[src/rtl/bcq_pkg.sv]
// Shared types and constants of the bus command queue with auto-poll.
`timescale 1ns / 1ps

package bcq_pkg;

  localparam int OP_W     = 2;
  localparam int CMD_W    = 8;
  localparam int LEN_W    = 4;
  localparam int TAG_W    = 8;
  localparam int STATUS_W = 2;
  localparam int KIND_W   = 2;

  // Command field (bits 3-2) code of a listen command
  localparam logic [1:0] CMD_LISTEN = 2'b10;

  typedef enum logic [OP_W-1:0] {
    OP_ENQUEUE   = 2'd0,
    OP_DONE      = 2'd1,
    OP_POLL_DONE = 2'd2,
    OP_UNUSED    = 2'd3
  } bcq_op_t;

  localparam logic [STATUS_W-1:0] ST_OK         = 2'd0;
  localparam logic [STATUS_W-1:0] ST_FULL       = 2'd1;
  localparam logic [STATUS_W-1:0] ST_EMPTY_DONE = 2'd2;

  localparam logic [KIND_W-1:0] ISS_NONE     = 2'd0;
  localparam logic [KIND_W-1:0] ISS_EXPLICIT = 2'd1;
  localparam logic [KIND_W-1:0] ISS_POLL     = 2'd2;

  typedef struct packed {
    logic [CMD_W-1:0] cmd;
    logic [LEN_W-1:0] len;
    logic [TAG_W-1:0] tag;
  } ring_entry_t;

  typedef struct packed {
    logic [STATUS_W-1:0] status;
    logic [KIND_W-1:0]   issue_kind;
    logic [CMD_W-1:0]    issue_command;
    logic [LEN_W-1:0]    issue_length;
    logic                done_valid;
    logic [TAG_W-1:0]    done_tag;
  } out_item_t;

  // Datapath actions, one per cycle
  typedef enum logic [3:0] {
    DP_IDLE,
    DP_ENQ,
    DP_FULL,
    DP_EMPTY_DONE,
    DP_POLL,
    DP_ZERO,
    DP_READ_HEAD,
    DP_RETIRE,
    DP_ISSUE
  } dp_op_t;

  typedef struct packed {
    dp_op_t op;
    logic   load_out;
  } dp_ctl_t;

  typedef struct packed {
    logic empty;
    logic full;
    logic last;      // head entry is the only one queued
    logic out_free;
  } dp_sts_t;

  // Payload length sent with a command: only listens carry one
  function automatic logic [LEN_W-1:0] issue_len(input logic [CMD_W-1:0] cmd,
                                                 input logic [LEN_W-1:0] len);
    return (cmd[3:2] == CMD_LISTEN) ? len : '0;
  endfunction

endpackage

[src/rtl/bcq_ctrl.sv]
// Sequencer that steps the datapath through each operation.
`timescale 1ns / 1ps

module bcq_ctrl import bcq_pkg::*; (
  input  logic            clk,
  input  logic            rst_n,
  input  logic            in_valid,
  output logic            in_ready,
  input  logic [OP_W-1:0] in_op,
  input  dp_sts_t         sts,
  output dp_ctl_t         ctl
);

  typedef enum logic [1:0] {
    S_IDLE,
    S_RETIRE,
    S_ISSUE,
    S_OUT
  } state_t;

  state_t state_r, state_nxt;
  logic   ready_r, ready_nxt;

  always_comb begin
    state_nxt    = state_r;
    ctl.op       = DP_IDLE;
    ctl.load_out = 1'b0;
    case (state_r)
      S_IDLE: begin
        if (in_valid) begin
          case (bcq_op_t'(in_op))
            OP_ENQUEUE: begin
              ctl.op    = sts.full ? DP_FULL : DP_ENQ;
              state_nxt = S_OUT;
            end
            OP_DONE: begin
              ctl.op    = sts.empty ? DP_EMPTY_DONE : DP_READ_HEAD;
              state_nxt = sts.empty ? S_OUT : S_RETIRE;
            end
            OP_POLL_DONE: begin
              ctl.op    = sts.empty ? DP_POLL : DP_READ_HEAD;
              state_nxt = sts.empty ? S_OUT : S_ISSUE;
            end
            default: begin
              ctl.op    = DP_ZERO;
              state_nxt = S_OUT;
            end
          endcase
        end
      end
      S_RETIRE: begin
        ctl.op    = DP_RETIRE;
        state_nxt = sts.last ? S_OUT : S_ISSUE;
      end
      S_ISSUE: begin
        ctl.op    = DP_ISSUE;
        state_nxt = S_OUT;
      end
      S_OUT: begin
        if (sts.out_free) begin
          ctl.load_out = 1'b1;
          state_nxt    = S_IDLE;
        end
      end
      default: begin
        state_nxt = S_IDLE;
      end
    endcase
  end

  assign ready_nxt = (state_nxt == S_IDLE);

  always_ff @(posedge clk) begin
    if (!rst_n) begin
      state_r <= S_IDLE;
      ready_r <= 1'b1;
    end else begin
      state_r <= state_nxt;
      ready_r <= ready_nxt;
    end
  end

  assign in_ready = ready_r;

endmodule

[config.mk]
export PLATFORM = sky130hd
export DESIGN_NAME = bcq_ctrl
export DESIGN_NICKNAME = d
export VERILOG_FILES = /design/src/rtl/bcq_pkg.sv /design/src/rtl/bcq_ctrl.sv
export SDC_FILE = /design/constraint.sdc
export NUM_CORES = 1
export LEC_CHECK = 0
export BUFFER_PORTS_ARGS = -buffer_cell sky130_fd_sc_hd__buf_2
export CORE_AREA = 2 2 39 41
export DETAILED_ROUTE_END_ITERATION = 10
export DIE_AREA = 0 0 41 43
export HOLD_SLACK_MARGIN = 0.03
export PLACE_DENSITY = 0.58
export SLEW_MARGIN = 15
export SYNTH_ARGS = -nofsm -noshare
export SYNTH_HDL_FRONTEND = slang
export SYNTH_SLANG_ARGS = --single-unit
[constraint.sdc]
create_clock -name clk -period 1.2 [get_ports clk]
set_input_delay 0.18 -clock clk [delete_from_list [all_inputs] [get_ports clk]]
set_output_delay 0.18 -clock clk [all_outputs]
set_load 0.01 [all_outputs]
==> results.md, run 1 <==
- Highest-count cells in the layout ignoring fill and taps: 12 x buf_2, 4 x ha_4, 4 x buf_4
- Leakage power: around 0.27 nW
- Area of the core region: around 1400 um^2
- Number of hold-slack violations in the final timing report: 0
- I/O pin total: 15
- Fraction of post-synthesis cell area in the top cell type by area: about a fifth
- Worst setup path start: in_op[1]
- Max-slew violation count: 0
- Transition at the pin with the smallest max-transition slack: roughly 260 ps
- Drc violations: 0
- Share of the core filled with cells: 43.3%
- CP Max Fanout: 3
- Placer congestion estimate: 0.710
- Maximum Capacitance Violations: 0
- Cell Pwr Density: ~880 nW/um^2
- PortBufs: 14
- Clock transition at path regs: 40 ps
- Number of clock sinks: 3
- Maximum root-to-sink buffer count: 2
- Hold-fix buffer count after cts: 0
- Post-placement cell area: 430 um^2
- Cells taking the most area after synthesis: ha_1 20%, dfxtp_1 19%, o31ai_1 7.3%
- Startpoint Class: primary input
- Synth warnings: 0
- Num CTS Buffers: 3
- Post-Syn Area per Cell: 7.96 um^2
- # nets final: 77
- Die span in y: approximately 43 um
- Share of cells above drive strength 1: 64.5%
- Required arrival time at the worst endpoint: 1020 ps
- Crit share post-route: 102%
- Final min period: 1220 ps
- Crit. End Element: output port
- Failing checks: setup timing
- Synth unique cells: 19
- Final worst slack: -20.6 ps
- Cell taking the most area after synthesis: ha_1
- Post-route standard cell area excluding fillers: about 600 um^2
- Setup clock skew after layout: 6.85 ps
- Die footprint: 1760 um^2
- Wire length of the first global-routing pass: 1530 um
- Critical path type: in -> out
- Post-synthesis net count: 53
- Number of global-route vias before repair: 389
- Largest net degree at the start of global routing: 9
- IR drop worst, VDD: 0.491 mV
- Class of the worst hold path: in -> reg
- H-tree depth: 1
- Starting utilization of the core area: 22.4%
- Seq/Total Area, Yosys: between 10% and 20%
- Worst r2r src: state_r[1]
- DRT antenna net count: 0
- Ant diodes: 0
- Latest clock arrival within the worst-skew pair: 240 ps
- RSZ-0062 raised after global routing: true
- Via count: around 360
- Layout Area Growth over Synthesis: 93.1%
- Setup TNS Final: -37.4 ps
- Result of the run: finished with violations
- Total congestion overflow: 0
- Summed instance area of the synthesized netlist: 310 um^2
- Final HPWL from detailed placement: 586 um
- Horizontal extent of the die: 41 um
- Final setup viols: 3
- Overall fraction of global-route tracks in use: 13.0%
- Flip-flop and latch count after synthesis: 3
- Final wirelength: between 900 and 1000 um
- Max-slew headroom at the worst pin: 82.2%
- Number of placed cells counting well taps: 73
- Signal arrival time at the worst endpoint: ~1000 ps
- CTS tree: built
- Maximum clock rate: 819 MHz
- Cell Rows: 14
- Number of instances in the synthesized netlist: 39
- Number of optimization iterations in the first detailed-route pass: 4
- Most common cell after layout, fill and taps aside: buf_2
- DR iter-0 viols: 5
- Antenna violations before repair: 0
- Via density per instance: 4.67
- Hold Slack: 212 ps
- Hold Crit Start: rst_n
- Post-DR wirelength/cell: about 12 um
- Finished Layout Cells: 78
- CTS Root Cell: clkbuf_4
==> area by class of cell <==
class	instances	area, um^2
fill	146	785
multi-input combinational	30	327
timing repair buffer	19	131
sequential	3	65.1
inverter	6	30.0
clock buffer	4	26.3
tap	16	20.0
==> cells by family (layout without fill, tap and decap cells) <==
| family | Yosys count | count (layout) | share of synthesized area [%] |
|---|---|---|---|
| adder cells (fa/ha/maj) | 5 | 5 | 20.2 |
| buffers and inverters | 6 | 29 | 7.26 |
| flip-flops | 3 | 3 | 19.4 |
| AO/OA/AOI/OAI | 13 | 13 | 32.3 |
| AND/OR/NAND/NOR | 12 | 12 | 21.0 |
==> flip-flops by register name, indices dropped and copies added, names as in the netlist <==
signal and flops:
in_ready 1, state_r 2
==> where the power goes <==
part           internal, W  leakage [nW]  switching, W
combinational     0.000106         0.231      0.000103
sequential        0.000116        0.0259     0.0000163
clock             0.000125        0.0150     0.0000592
==> per-stage QoR <==
step	worst slack (ps)	power, W
finish	-20.6	0.000525
global route	-65.1	0.000559
CTS	-12.7	0.000513
detailed placement	-121	0.000284
global placement	-123	0.000282
floorplan	98.6	0.000217
==> per-layer routing <==
metal / up-vias / global-route usage (%) / wire length, um
li1: 184 / - / -
met1: 164 / 11.5 / 312
met2: 13 / 23.4 / 586
met3: 3 / 5.24 / 65
met4: 0 / 6.00 / 9
met5: - / 0 / 0
==> final timing paths <==
path	to	slack, ps	cells past startpoint
min reg2reg	state_r[0]	610	2
min	state_r[0]	210	2
max reg2reg	state_r[0]	250	3
max	ctl[3]	-20	6
==> worst max-delay path, cell delays in order <==
cell and delay [ps]:
buf_8 100, buf_6 120, ha_4 170, o31ai_4 250, a21oi_2 80, buf_2 140
==> synthesized netlist by cell type <==
| cell type | number |
|---|---|
| a221oi_1 | 1 |
| o311ai_1 | 1 |
| inv_2 | 1 |
| o41ai_2 | 1 |
| and3_1 | 1 |
| ha_1 | 5 |
| and2_1 | 2 |
| nor2_1 | 2 |
| a21boi_1 | 1 |
| a2bb2oi_1 | 1 |
| nand2_1 | 2 |
| nor2b_1 | 3 |
| a21o_1 | 1 |
| a21oi_1 | 3 |
| nand2b_1 | 2 |
| o31ai_1 | 3 |
| inv_1 | 5 |
| o21ai_1 | 1 |
| dfxtp_1 | 3 |
==> repair_timing <==
action,4_1_cts,5_1_grt
endpoints found under the setup margin,3,4
gates resized for setup,26,7
pin swaps,7,5
buffers inserted,1,0
Power figures use the tool's default switching activity.
==> run 2, diff against run 1 <==
- PLACE_DENSITY: 0.58 -> 0.6
- clock period: 1.2 -> 1.1 ns (I/O delays scaled with it)
==> results.md, run 2 (synthesis gave the netlist of run 1 again) <==
- Transition at the pin with the smallest max-transition slack: 268 ps
- Via count: roughly 370
- Worst setup slack after placement: -226 ps
- Critical register-to-register path endpoint: in_ready
- Share of the core filled with cells: a little under half
- Length in cells of the worst reg-to-reg path: 3
- Cell Pwr Density: 907 nW/um^2
- Area of the multi-input gates: 345 um^2
- Max-slew violation count: 0
- Share of cells above drive strength 1: 65.6%
- Final setup viols: 3
- Final wirelength: between 900 and 1000 um
- Antenna violations before repair: 0
- Class of the worst hold path: in -> reg
- Required arrival time at the worst endpoint: 940 ps
- Starting utilization of the core area: 22.4%
- Clock transition at path regs: around 40 ps
- Number of clock sinks: 3
- Ant diodes: 0
- Final HPWL from detailed placement: between 500 and 600 um
- Horizontal extent of the die: 41 um
- Highest-count cells in the layout ignoring fill and taps: 12 x buf_2, 5 x ha_4, 5 x buf_4
- Hold Crit Start: rst_n
- Die span in y: ~43 um
- Cell Rows: 14
- CP Max Fanout: 3
- Leakage power: 0.290 nW
- Result of the run: finished with violations
- Latest clock arrival within the worst-skew pair: 230 ps
- Final min period: 1200 ps
- Max-slew headroom at the worst pin: approximately four fifths
- Wire length of the first global-routing pass: roughly 1300 um
- RSZ-0062 raised after global routing: true
- Post-DR wirelength/cell: 11.9 um
- Number of hold-slack violations in the final timing report: 0
- Number of optimization iterations in the first detailed-route pass: 4
- Signal arrival time at the worst endpoint: 1040 ps
- R2R setup slack: 160 ps
- Placer congestion estimate: 0.703
- Critical path type: in -> out
- CTS tree: built
- Register name with the most flops: state_r
- Maximum clock rate: 830 MHz
- Worst setup path start: in_op[1]
- H-tree depth: 1
- DR iter-0 viols: 9
- # fillers: roughly 130
- End point of the critical path: ctl[2]
- Num CTS Buffers: 3
- Setup clock skew after layout: about 2.6 ps
- Number of global-route vias before repair: 336
- Startpoint Class: primary input
- Total congestion overflow: 0
- Most common cell after layout, fill and taps aside: buf_2
- # nets final: just under 80
- PortBufs: 14
- IR drop worst, VDD: 0.536 mV
- I/O pin total: 15
- Final worst slack: -104 ps
- CTS Root Cell: clkbuf_4
- Hold-fix buffer count after cts: 0
- Crit. End Element: output port
- Area of the core region: 1380 um^2
- Overall fraction of global-route tracks in use: 10.8%
- Die footprint: 1760 um^2
- Via density per instance: 4.68
- Overall power of the completed layout: ~0.0006 W
- DRT antenna net count: 0
- Area taken by flip-flops and latches: 67.6 um^2
- Maximum root-to-sink buffer count: 2
- Drc violations: 0
- Crit share post-route: 109%
- Cells on Worst Hold Path: 2
- Maximum Capacitance Violations: 0
- Failing checks: setup timing
- Layout Area Growth over Synthesis: 109%
- Hold Slack: about 190 ps
- Number of flip-flops in the largest register: 2
- Largest net degree at the start of global routing: 9
- Worst r2r src: state_r[0]
[run 2: critical path, stage by stage]
cell and delay [ps]:
buf_8 100, buf_6 120, ha_4 150, a221oi_2 230, o21ai_1 110, buf_2 150
[run 2: worst min-delay path by stage]
stage	endpoint	slack (ps)
finish	state_r[0]	190
global route	state_r[0]	200
CTS	state_r[0]	200
global placement	state_r[0]	420
detailed placement	state_r[0]	450
floorplan	in_ready	310
[run 2: timing repair]
action | in CTS | in global routing
endpoints found under the setup margin | 5 | 4
endpoints found under the hold margin | 0 | 0
pin swaps | 11 | 7
setup buffers | 2 | 1
resized for setup | 35 | 4
[run 2: metal layers]
layer  global-route usage [%]  up-vias  wire (um)
met2                     17.2        9        499
li1                         -      188          -
met1                     14.1      175        409
met5                        0        -          0
met3                     1.57        2         36
met4                     4.00        0          8
[run 2: area by class of cell]
class	instances	share of cell area, %
clock buffer	4	4.05
inverter	6	5.39
multi-input combinational	30	53.2
sequential	3	10.4
tap	16	3.08
timing repair buffer	21	23.9
[run 2: through the flow]
stage                     cell area (um^2)  setup TNS, ps  std cells
final                                  649           -277         80
after global routing                   649           -380         80
after CTS                              623           -257         79
after detailed placement               430          -1010         73
after global placement                 430           -913         73
after floorplan                        310              0         39
[run 2: where the power goes]
part	switching [W]	total [W]	internal [W]
Sequential	0.0000154	0.000142	0.000126
Combinational	0.000120	0.000251	0.000131
Clock	0.0000597	0.000196	0.000136
